**config.mk**
```make
export PLATFORM = sky130hd
export DESIGN_NAME = encoder_rate_moving_average_top_flat
export DESIGN_NICKNAME = d
export VERILOG_FILES = /design/src/rtl/erma_pkg.sv /design/src/rtl/erma_sample_if.sv /design/src/rtl/erma_result_if.sv /design/src/rtl/erma_ctrl.sv /design/src/rtl/erma_dp.sv /design/src/rtl/encoder_rate_moving_average_top.sv /design/src/flat_wrapper.sv
export SDC_FILE = /design/constraint.sdc
export NUM_CORES = 1
export LEC_CHECK = 0
export ABC_AREA = 1
export BUFFER_PORTS_ARGS = -buffer_cell sky130_fd_sc_hd__buf_2
export CORE_UTILIZATION = 65
export DETAILED_ROUTE_END_ITERATION = 8
export GPL_ROUTABILITY_DRIVEN = 0
export PLACE_DENSITY = 0.79
export RECOVER_POWER = 50
export SLEW_MARGIN = 30
export SYNTH_ARGS = -nofsm -noshare
export SYNTH_HDL_FRONTEND = slang
export SYNTH_SLANG_ARGS = --single-unit
```
**constraint.sdc**
```tcl
create_clock -name clk -period 7.7 [get_ports clk]
set_clock_uncertainty 0.05 [all_clocks]
set_input_delay 1.54 -clock clk [delete_from_list [all_inputs] [get_ports clk]]
set_output_delay 1.54 -clock clk [all_outputs]
set_load 0.02 [all_outputs]
```
**src/rtl/erma_pkg.sv**
```systemverilog
// Shared types and constants for the encoder rate moving average block.
// No dependencies; every other file refers to this package by scoped names.
package erma_pkg;

  localparam int SAMPLE_W = 20;

  // Commands from the controller to the datapath
  typedef struct packed {
    logic capture;   // take the sample, read the oldest ring entry
    logic update;    // adjust the sum, write the ring, advance slot and count
    logic div_prep;  // load the divider with the sum magnitude
    logic div_step;  // one restoring division step
    logic load_out;  // move the signed quotient into the output register
  } cmd_t;

  // Status from the datapath to the controller
  typedef struct packed {
    logic div_last;  // the current step is the final one
    logic out_free;  // the output register can take a new result this cycle
  } status_t;

endpackage

```
**src/rtl/erma_sample_if.sv**
```systemverilog
// Input channel: valid/ready handshake carrying one rate sample.
// Depends on erma_pkg for the sample width.
interface erma_sample_if;
  logic                               valid;
  logic                               ready;
  logic signed [erma_pkg::SAMPLE_W-1:0] rate_sample;

  modport source (output valid, output rate_sample, input ready);
  modport sink   (input valid, input rate_sample, output ready);
endinterface

```
**src/rtl/erma_result_if.sv**
```systemverilog
// Output channel: valid/ready handshake carrying the mean and the full flag.
// Depends on erma_pkg for the sample width.
interface erma_result_if;
  logic                               valid;
  logic                               ready;
  logic signed [erma_pkg::SAMPLE_W-1:0] mean_rate;
  logic                               window_full;

  modport source (output valid, output mean_rate, output window_full, input ready);
  modport sink   (input valid, input mean_rate, input window_full, output ready);
endinterface

```
**src/rtl/erma_ctrl.sv**
```systemverilog
// Controller state machine for the moving average block.
// Depends on erma_pkg for the command and status structs.
module erma_ctrl (
  input  logic             clk,
  input  logic             rst,
  input  logic             in_valid,
  output logic             in_ready,
  input  erma_pkg::status_t stat,
  output erma_pkg::cmd_t   cmd
);

  typedef enum logic [4:0] {
    S_IDLE   = 5'b00001,
    S_UPDATE = 5'b00010,
    S_PREP   = 5'b00100,
    S_DIVIDE = 5'b01000,
    S_FINISH = 5'b10000
  } state_t;

  state_t state;
  state_t state_next;

  always_ff @(posedge clk) begin
    if (rst) begin
      state <= S_IDLE;
    end else begin
      state <= state_next;
    end
  end

  always_comb begin
    state_next = state;
    cmd        = '0;
    in_ready   = 1'b0;
    unique case (state)
      S_IDLE: begin
        in_ready    = 1'b1;
        cmd.capture = in_valid;
        if (in_valid) state_next = S_UPDATE;
      end
      S_UPDATE: begin
        cmd.update = 1'b1;
        state_next = S_PREP;
      end
      S_PREP: begin
        cmd.div_prep = 1'b1;
        state_next   = S_DIVIDE;
      end
      S_DIVIDE: begin
        cmd.div_step = 1'b1;
        if (stat.div_last) state_next = S_FINISH;
      end
      S_FINISH: begin
        // hold until the output register is free
        cmd.load_out = stat.out_free;
        if (stat.out_free) state_next = S_IDLE;
      end
      default: state_next = S_IDLE;
    endcase
  end

endmodule

```
**src/rtl/erma_dp.sv**
```systemverilog
// Datapath: sample ring memory, running sum, serial divider, output register.
// Depends on erma_pkg for the sample width and the command and status structs.
module erma_dp #(
  parameter int WINDOW = 50
) (
  input  logic                                clk,
  input  logic                                rst,
  input  erma_pkg::cmd_t                      cmd,
  output erma_pkg::status_t                   stat,
  input  logic signed [erma_pkg::SAMPLE_W-1:0] rate_sample,
  output logic                                out_valid,
  input  logic                                out_ready,
  output logic signed [erma_pkg::SAMPLE_W-1:0] mean_rate,
  output logic                                window_full
);

  localparam int SW     = erma_pkg::SAMPLE_W;
  localparam int CNT_W  = $clog2(WINDOW + 1);
  localparam int SLOT_W = (WINDOW > 1) ? $clog2(WINDOW) : 1;
  localparam int SUM_W  = SW + CNT_W;
  localparam int ITER_W = $clog2(SUM_W);

  logic [SW-1:0]           ring [WINDOW];
  logic signed [SW-1:0]    sample;
  logic signed [SW-1:0]    ring_q;
  logic [SLOT_W-1:0]       slot;
  logic [CNT_W-1:0]        count;
  logic signed [SUM_W-1:0] sum;
  logic signed [SUM_W-1:0] sum_next;
  logic [SUM_W-1:0]        quo;
  logic [CNT_W-1:0]        rem;
  logic                    neg;
  logic [ITER_W-1:0]       iter;
  logic                    full;
  logic [CNT_W:0]          rem_sh;
  logic [CNT_W+1:0]        diff;
  logic                    take;
  logic [SUM_W-1:0]        quo_signed;

  assign full = (count == CNT_W'(WINDOW));

  // Ring memory: read the oldest entry on capture, write the new sample on update
  always_ff @(posedge clk) begin
    if (cmd.capture) ring_q <= ring[slot];
  end

  always_ff @(posedge clk) begin
    if (cmd.update) ring[slot] <= sample;
  end

  always_comb begin
    sum_next = sum + SUM_W'(sample);
    if (full) sum_next = sum_next - SUM_W'(ring_q);
  end

  always_ff @(posedge clk) begin
    if (cmd.capture) sample <= rate_sample;
  end

  always_ff @(posedge clk) begin
    if (rst) begin
      slot  <= '0;
      count <= '0;
      sum   <= '0;
    end else if (cmd.update) begin
      sum  <= sum_next;
      slot <= (slot == SLOT_W'(WINDOW - 1)) ? '0 : slot + 1'b1;
      if (!full) count <= count + 1'b1;
    end
  end

  // Restoring division of the sum magnitude by the count, one bit a cycle
  assign rem_sh = {rem, quo[SUM_W-1]};
  assign diff   = {1'b0, rem_sh} - {2'b00, count};
  assign take   = !diff[CNT_W+1];

  always_ff @(posedge clk) begin
    if (cmd.div_prep) begin
      neg  <= sum[SUM_W-1];
      quo  <= sum[SUM_W-1] ? SUM_W'(-sum) : SUM_W'(sum);
      rem  <= '0;
      iter <= '0;
    end else if (cmd.div_step) begin
      quo  <= {quo[SUM_W-2:0], take};
      rem  <= take ? diff[CNT_W-1:0] : rem_sh[CNT_W-1:0];
      iter <= iter + 1'b1;
    end
  end

  assign stat.div_last = (iter == ITER_W'(SUM_W - 1));
  assign stat.out_free = !out_valid || out_ready;

  assign quo_signed = neg ? (~quo + 1'b1) : quo;

  always_ff @(posedge clk) begin
    if (rst) begin
      out_valid <= 1'b0;
    end else if (cmd.load_out) begin
      out_valid <= 1'b1;
    end else if (out_ready) begin
      out_valid <= 1'b0;
    end
  end

  always_ff @(posedge clk) begin
    if (cmd.load_out) begin
      mean_rate   <= quo_signed[SW-1:0];
      window_full <= full;
    end
  end

endmodule

```
**src/rtl/encoder_rate_moving_average_top.sv**
```systemverilog
// Boxcar moving average of signed encoder rate samples (8 fraction bits).
// A sample is taken only in the idle state; capture, sum update and divider load
// precede the bit-serial divider, one quotient bit per cycle over the sum width,
// and the next sample waits until the result is loaded into the output register.
// Reset (synchronous, rst high) clears slot, count, sum and output valid;
// the ring memory is not cleared, since an entry's value is used only after it is written.
module encoder_rate_moving_average_top #(
  parameter int WINDOW = 50
) (
  input  logic          clk,
  input  logic          rst,
  erma_sample_if.sink   samples,
  erma_result_if.source results
);

  erma_pkg::cmd_t    cmd;
  erma_pkg::status_t stat;

  // Controller: sequences capture, update, divide and output load
  erma_ctrl u_ctrl (
    .clk      (clk),
    .rst      (rst),
    .in_valid (samples.valid),
    .in_ready (samples.ready),
    .stat     (stat),
    .cmd      (cmd)
  );

  // Datapath: ring, running sum, divider and output register.
  // The output register lets the next sample transfer while a result waits.
  erma_dp #(
    .WINDOW (WINDOW)
  ) u_dp (
    .clk         (clk),
    .rst         (rst),
    .cmd         (cmd),
    .stat        (stat),
    .rate_sample (samples.rate_sample),
    .out_valid   (results.valid),
    .out_ready   (results.ready),
    .mean_rate   (results.mean_rate),
    .window_full (results.window_full)
  );

  // Commands are mutually exclusive
  a_cmd_exclusive: assert property (@(posedge clk) disable iff (rst)
    $onehot0({cmd.capture, cmd.update, cmd.div_prep, cmd.div_step, cmd.load_out}))
    else $error("more than one datapath command at once");

  // A captured sample is folded into the sum in the following cycle
  a_capture_update: assert property (@(posedge clk) disable iff (rst)
    cmd.capture |=> cmd.update)
    else $error("capture not followed by update");

  // The divider is loaded right after the sum changes
  a_update_prep: assert property (@(posedge clk) disable iff (rst)
    cmd.update |=> cmd.div_prep)
    else $error("update not followed by divider load");

  // Never overwrite a result that has not been taken
  a_no_overwrite: assert property (@(posedge clk) disable iff (rst)
    cmd.load_out |-> (!results.valid || results.ready))
    else $error("pending result overwritten");

endmodule
```
**src/flat_wrapper.sv**
```systemverilog
// flat-port wrapper written by rule: the top's interface ports become plain ports
module encoder_rate_moving_average_top_flat 
#(
  parameter int WINDOW = 50
)
  (clk, rst, samples_valid, samples_rate_sample, samples_ready, results_valid, results_mean_rate, results_window_full, results_ready);
  erma_sample_if samples_i ();
  erma_result_if results_i ();
  input  logic clk;
  input  logic rst;
  input wire logic [$bits(samples_i.valid)-1:0] samples_valid;
  input wire logic [$bits(samples_i.rate_sample)-1:0] samples_rate_sample;
  output wire logic [$bits(samples_i.ready)-1:0] samples_ready;
  output wire logic [$bits(results_i.valid)-1:0] results_valid;
  output wire logic [$bits(results_i.mean_rate)-1:0] results_mean_rate;
  output wire logic [$bits(results_i.window_full)-1:0] results_window_full;
  input wire logic [$bits(results_i.ready)-1:0] results_ready;
  assign samples_i.valid = samples_valid;
  assign samples_i.rate_sample = samples_rate_sample;
  assign samples_ready = samples_i.ready;
  assign results_valid = results_i.valid;
  assign results_mean_rate = results_i.mean_rate;
  assign results_window_full = results_i.window_full;
  assign results_i.ready = results_ready;
  encoder_rate_moving_average_top #(.WINDOW(WINDOW)) u_core (.clk(clk), .rst(rst), .samples(samples_i), .results(results_i));
endmodule
```
==> metrics.txt <==
outcome=complete, but fails checks; violations in the final reports=capacitance limit, slew limit; GRT Residual Overflow=0; first-pass GRT wire length=184800 microns; Die Outline Area=73500 sq um; DRC errors left=0; H-Tree Depth=3; most common cell in the synthesized netlist=edfxtp_1; average detailed-routed wire length per instance=25.63 microns; final clock period utilization by the worst path=0.7793; fraction of synthesized cell area taken by the top area cell type=0.6941; most numerous cell types in the synthesized netlist=1088 x edfxtp_1, 1024 x nand2_1, 278 x nor2_1; final non-filler cell total=4916; master cell of the clock root buffer=clkbuf_16; placeable core area=71610 sq um; syn avg cell area=12.49 sq um; synthesized netlist net count=3861; number of buffers inserted by port buffering=46; via count of the first global-routing pass=29915; ordered list of cells on the worst path=clkbuf_1, ha_1, a21oi_1, nand2_1, nand2_1, nand3_1, nand2_1, nand2_1, xor2_1, ha_1, a21oi_1, o21ai_0, a21oi_1, o21ai_0, or2_2, nand3_1, nand3_1, nand2_1, inv_1; cell count of the worst reg-to-reg path=19; cell types with the largest area share after synthesis=edfxtp_1 69%, nand2_1 8.2%, dfxtp_1 2.3%, nor2_1 2.2%, inv_1 1.9%; count of synthesis-stage warnings from yosys=0; critical path fanouts, max=51; final setup margin=1.700 ns; CTS tree=done; Pre-antenna DRT Iters=7; final wirelength=126000 microns; total via count after detailed routing=31544; synthesis-to-finish area growth=10.27%; buffers inserted by post-CTS timing repair=0; Final nets=3970; Skew-Pair Late Insertion Delay=0.69 ns; overall die height=271.1 microns; total of hold buffers inserted after clock tree synthesis=0; Worst Setup Start Kind=flip-flop; final-layout fill cell count=4595; count of unique library cells instantiated by Yosys=54; placed cells=4718; Final ANT Viol Nets=0; startpoint of the most critical hold path=u_core.u_dp.rem[5]; initial core utilization=0.6574; endpoint required time on the critical path=8.23 ns; post-synthesis async set-or-reset flop share=0; leakage power figure=18.74 nW; minimum clock period after layout=6.000 ns; cell taking the most area after synthesis=edfxtp_1; Post-synth top flop=edfxtp_1; slowest stage cell on the critical path=clkbuf_1; endpoint of the worst-slack reg-to-reg timing path=u_core.u_dp.sum[14]; largest stage delay on the critical path=2.22 ns; horizontal die dimension=271.1 microns; antenna violations before repair=3; maximum vdd ir drop=0.2170 mV; endpoints failing setup=0; data arrival time of the critical path=6.53 ns; Max Cap Violations=20; count of cells resized by post-cts repair=0; most frequent cell on the critical path=nand2_1; number of diodes added for antenna fixing=0; clock edge transition at the registers on the reported setup and hold paths=0.06 ns; Max Freq=166.7 MHz; Pwr Density=252.6 nW/um^2; synthesized instance count=3770; number of enable flip-flop cells after synthesis=1088; io pins=47; GRT Total Usage=0.3413; proportion of synthesized chip area in sequential cells=0.7175; buffer depth of the longest clock path=3; CTS buffer count=109; HPWL after detailed placement=72830 microns; number of standard-cell rows in the floorplan=98; flop2flop setup slack=1.70 ns; setup TNS=0 ns; normalized max-slew margin=-1.235; average vias per placed instance=6.417; Critical Setup Path Class=flip-flop to flip-flop; Slew @ Worst Pin=3.353 ns; Clock Sinks=1143; number of violations reported at the end of detailed-routing iteration 0=4350; unrepaired setup endpoints after global routing=false; Slew Viols, Final=977; worst hold slack=0.4148 ns; largest net degree at the start of global routing=116; worst setup timing slack at the placement stage=3.407 ns; final-report hold violation count=0; register bit total from synthesis=1143; Syn Std Cell Area=47070 sq um; Hold EP=u_core.u_dp.rem[5]; capturing element type of the critical path=flip-flop; hold path cells=2; fraction of final layout cells with drive strength greater than 1=0.09002; reg2reg start=u_core.u_dp.sample[4]; Worst Hold Class=flip-flop to flip-flop
kinds of logic after synthesis:
group | synth area share
fa+ha+maj | 0.01829
simple gates | 0.1359
flops | 0.7175
buf+inv | 0.03554
compound gates | 0.08110
xor+xnor | 0.01172
cells in the final DEF (no fill, tap or decap), types with 57 or more instances in the layout:
cell type     n
nand4_1      89
edfxtp_1   1088
nand3_1     108
a22oi_1     101
inv_1       242
a21oi_1      78
buf_4        68
nand2_1    1024
ha_1         64
clkbuf_1     57
nor2_1      230
o21ai_0     119
clkbuf_16   109
a22o_1       57
sequential cells by signal, indices dropped and copies added, names as in the netlist, 5 cells and up:
| register | cells |
|---|---|
| u_core.u_ctrl.state | 5 |
| u_core.u_dp.count | 6 |
| u_core.u_dp.iter | 5 |
| u_core.u_dp.mean_rate | 20 |
| u_core.u_dp.quo | 26 |
| u_core.u_dp.rem | 6 |
| u_core.u_dp.ring | 1000 |
| u_core.u_dp.ring_q | 20 |
| u_core.u_dp.sample | 20 |
| u_core.u_dp.slot | 6 |
| u_core.u_dp.sum | 26 |
worst max path at each step:
stage                               endpoint  slack (ns)                   from  cells past startpoint
floorplan           u_core.u_dp.mean_rate[0]        3.49          results_ready                      2
global placement         u_core.u_dp.sum[22]        3.52  u_core.u_dp.sample[0]                     22
detailed placement       u_core.u_dp.sum[22]        3.41  u_core.u_dp.sample[0]                     22
CTS                      u_core.u_dp.sum[22]        3.36  u_core.u_dp.sample[0]                     22
global route             u_core.u_dp.sum[14]        1.44  u_core.u_dp.sample[4]                     21
finish                   u_core.u_dp.sum[14]        1.70  u_core.u_dp.sample[4]                     19
worst max-delay path: cells and delay by family (launching register included):
family / cells / cell delay, ns
AO/OA/AOI/OAI: 5 / 0.96
XOR/XNOR: 1 / 0.23
adder cells (fa/ha/maj): 2 / 0.93
buffers and inverters: 2 / 2.27
flip-flops: 1 / 0.34
AND/OR/NAND/NOR: 9 / 1.09
through the flow:
step	utilization	total power, mW	cell area [sq um]
after detailed placement	0.6803	8.160	48710
after floorplan	-	7.805	47070
after CTS	0.7263	13.06	52010
final	0.7248	13.11	51900
after global routing	0.7248	13.44	51900
after global placement	0.6796	8.133	48660
area by class of cell:
type                    count  area [sq um]  share of cell area
repair buffers            138         875.8             0.01687
well taps                 950          1189             0.02290
multi-input cells        2233         11800              0.2274
flip-flops and latches   1143         33770              0.6507
inverters                 254         965.9             0.01861
clock inverters            55         432.9            0.008341
clock buffers             143          2865             0.05520
power breakdown:
part | leakage [nW] | total, mW | switching (mW) | internal, mW
combinational | 6.90 | 1.08 | 0.795 | 0.280
clock | 1.61 | 5.03 | 2.25 | 2.78
sequential | 10.2 | 7.00 | 0.0323 | 6.97
total | 18.7 | 13.1 | 3.08 | 10.0
layer usage:
layer / vias to the layer above / wire, microns / global-route usage
met4: 4 / 6735 / 0.1721
met1: 15191 / 44650 / 0.4593
li1: 13748 / - / -
met3: 376 / 15750 / 0.06532
met2: 2225 / 58830 / 0.5381
met5: - / 23 / 0
Power figures use the tool's default switching activity.
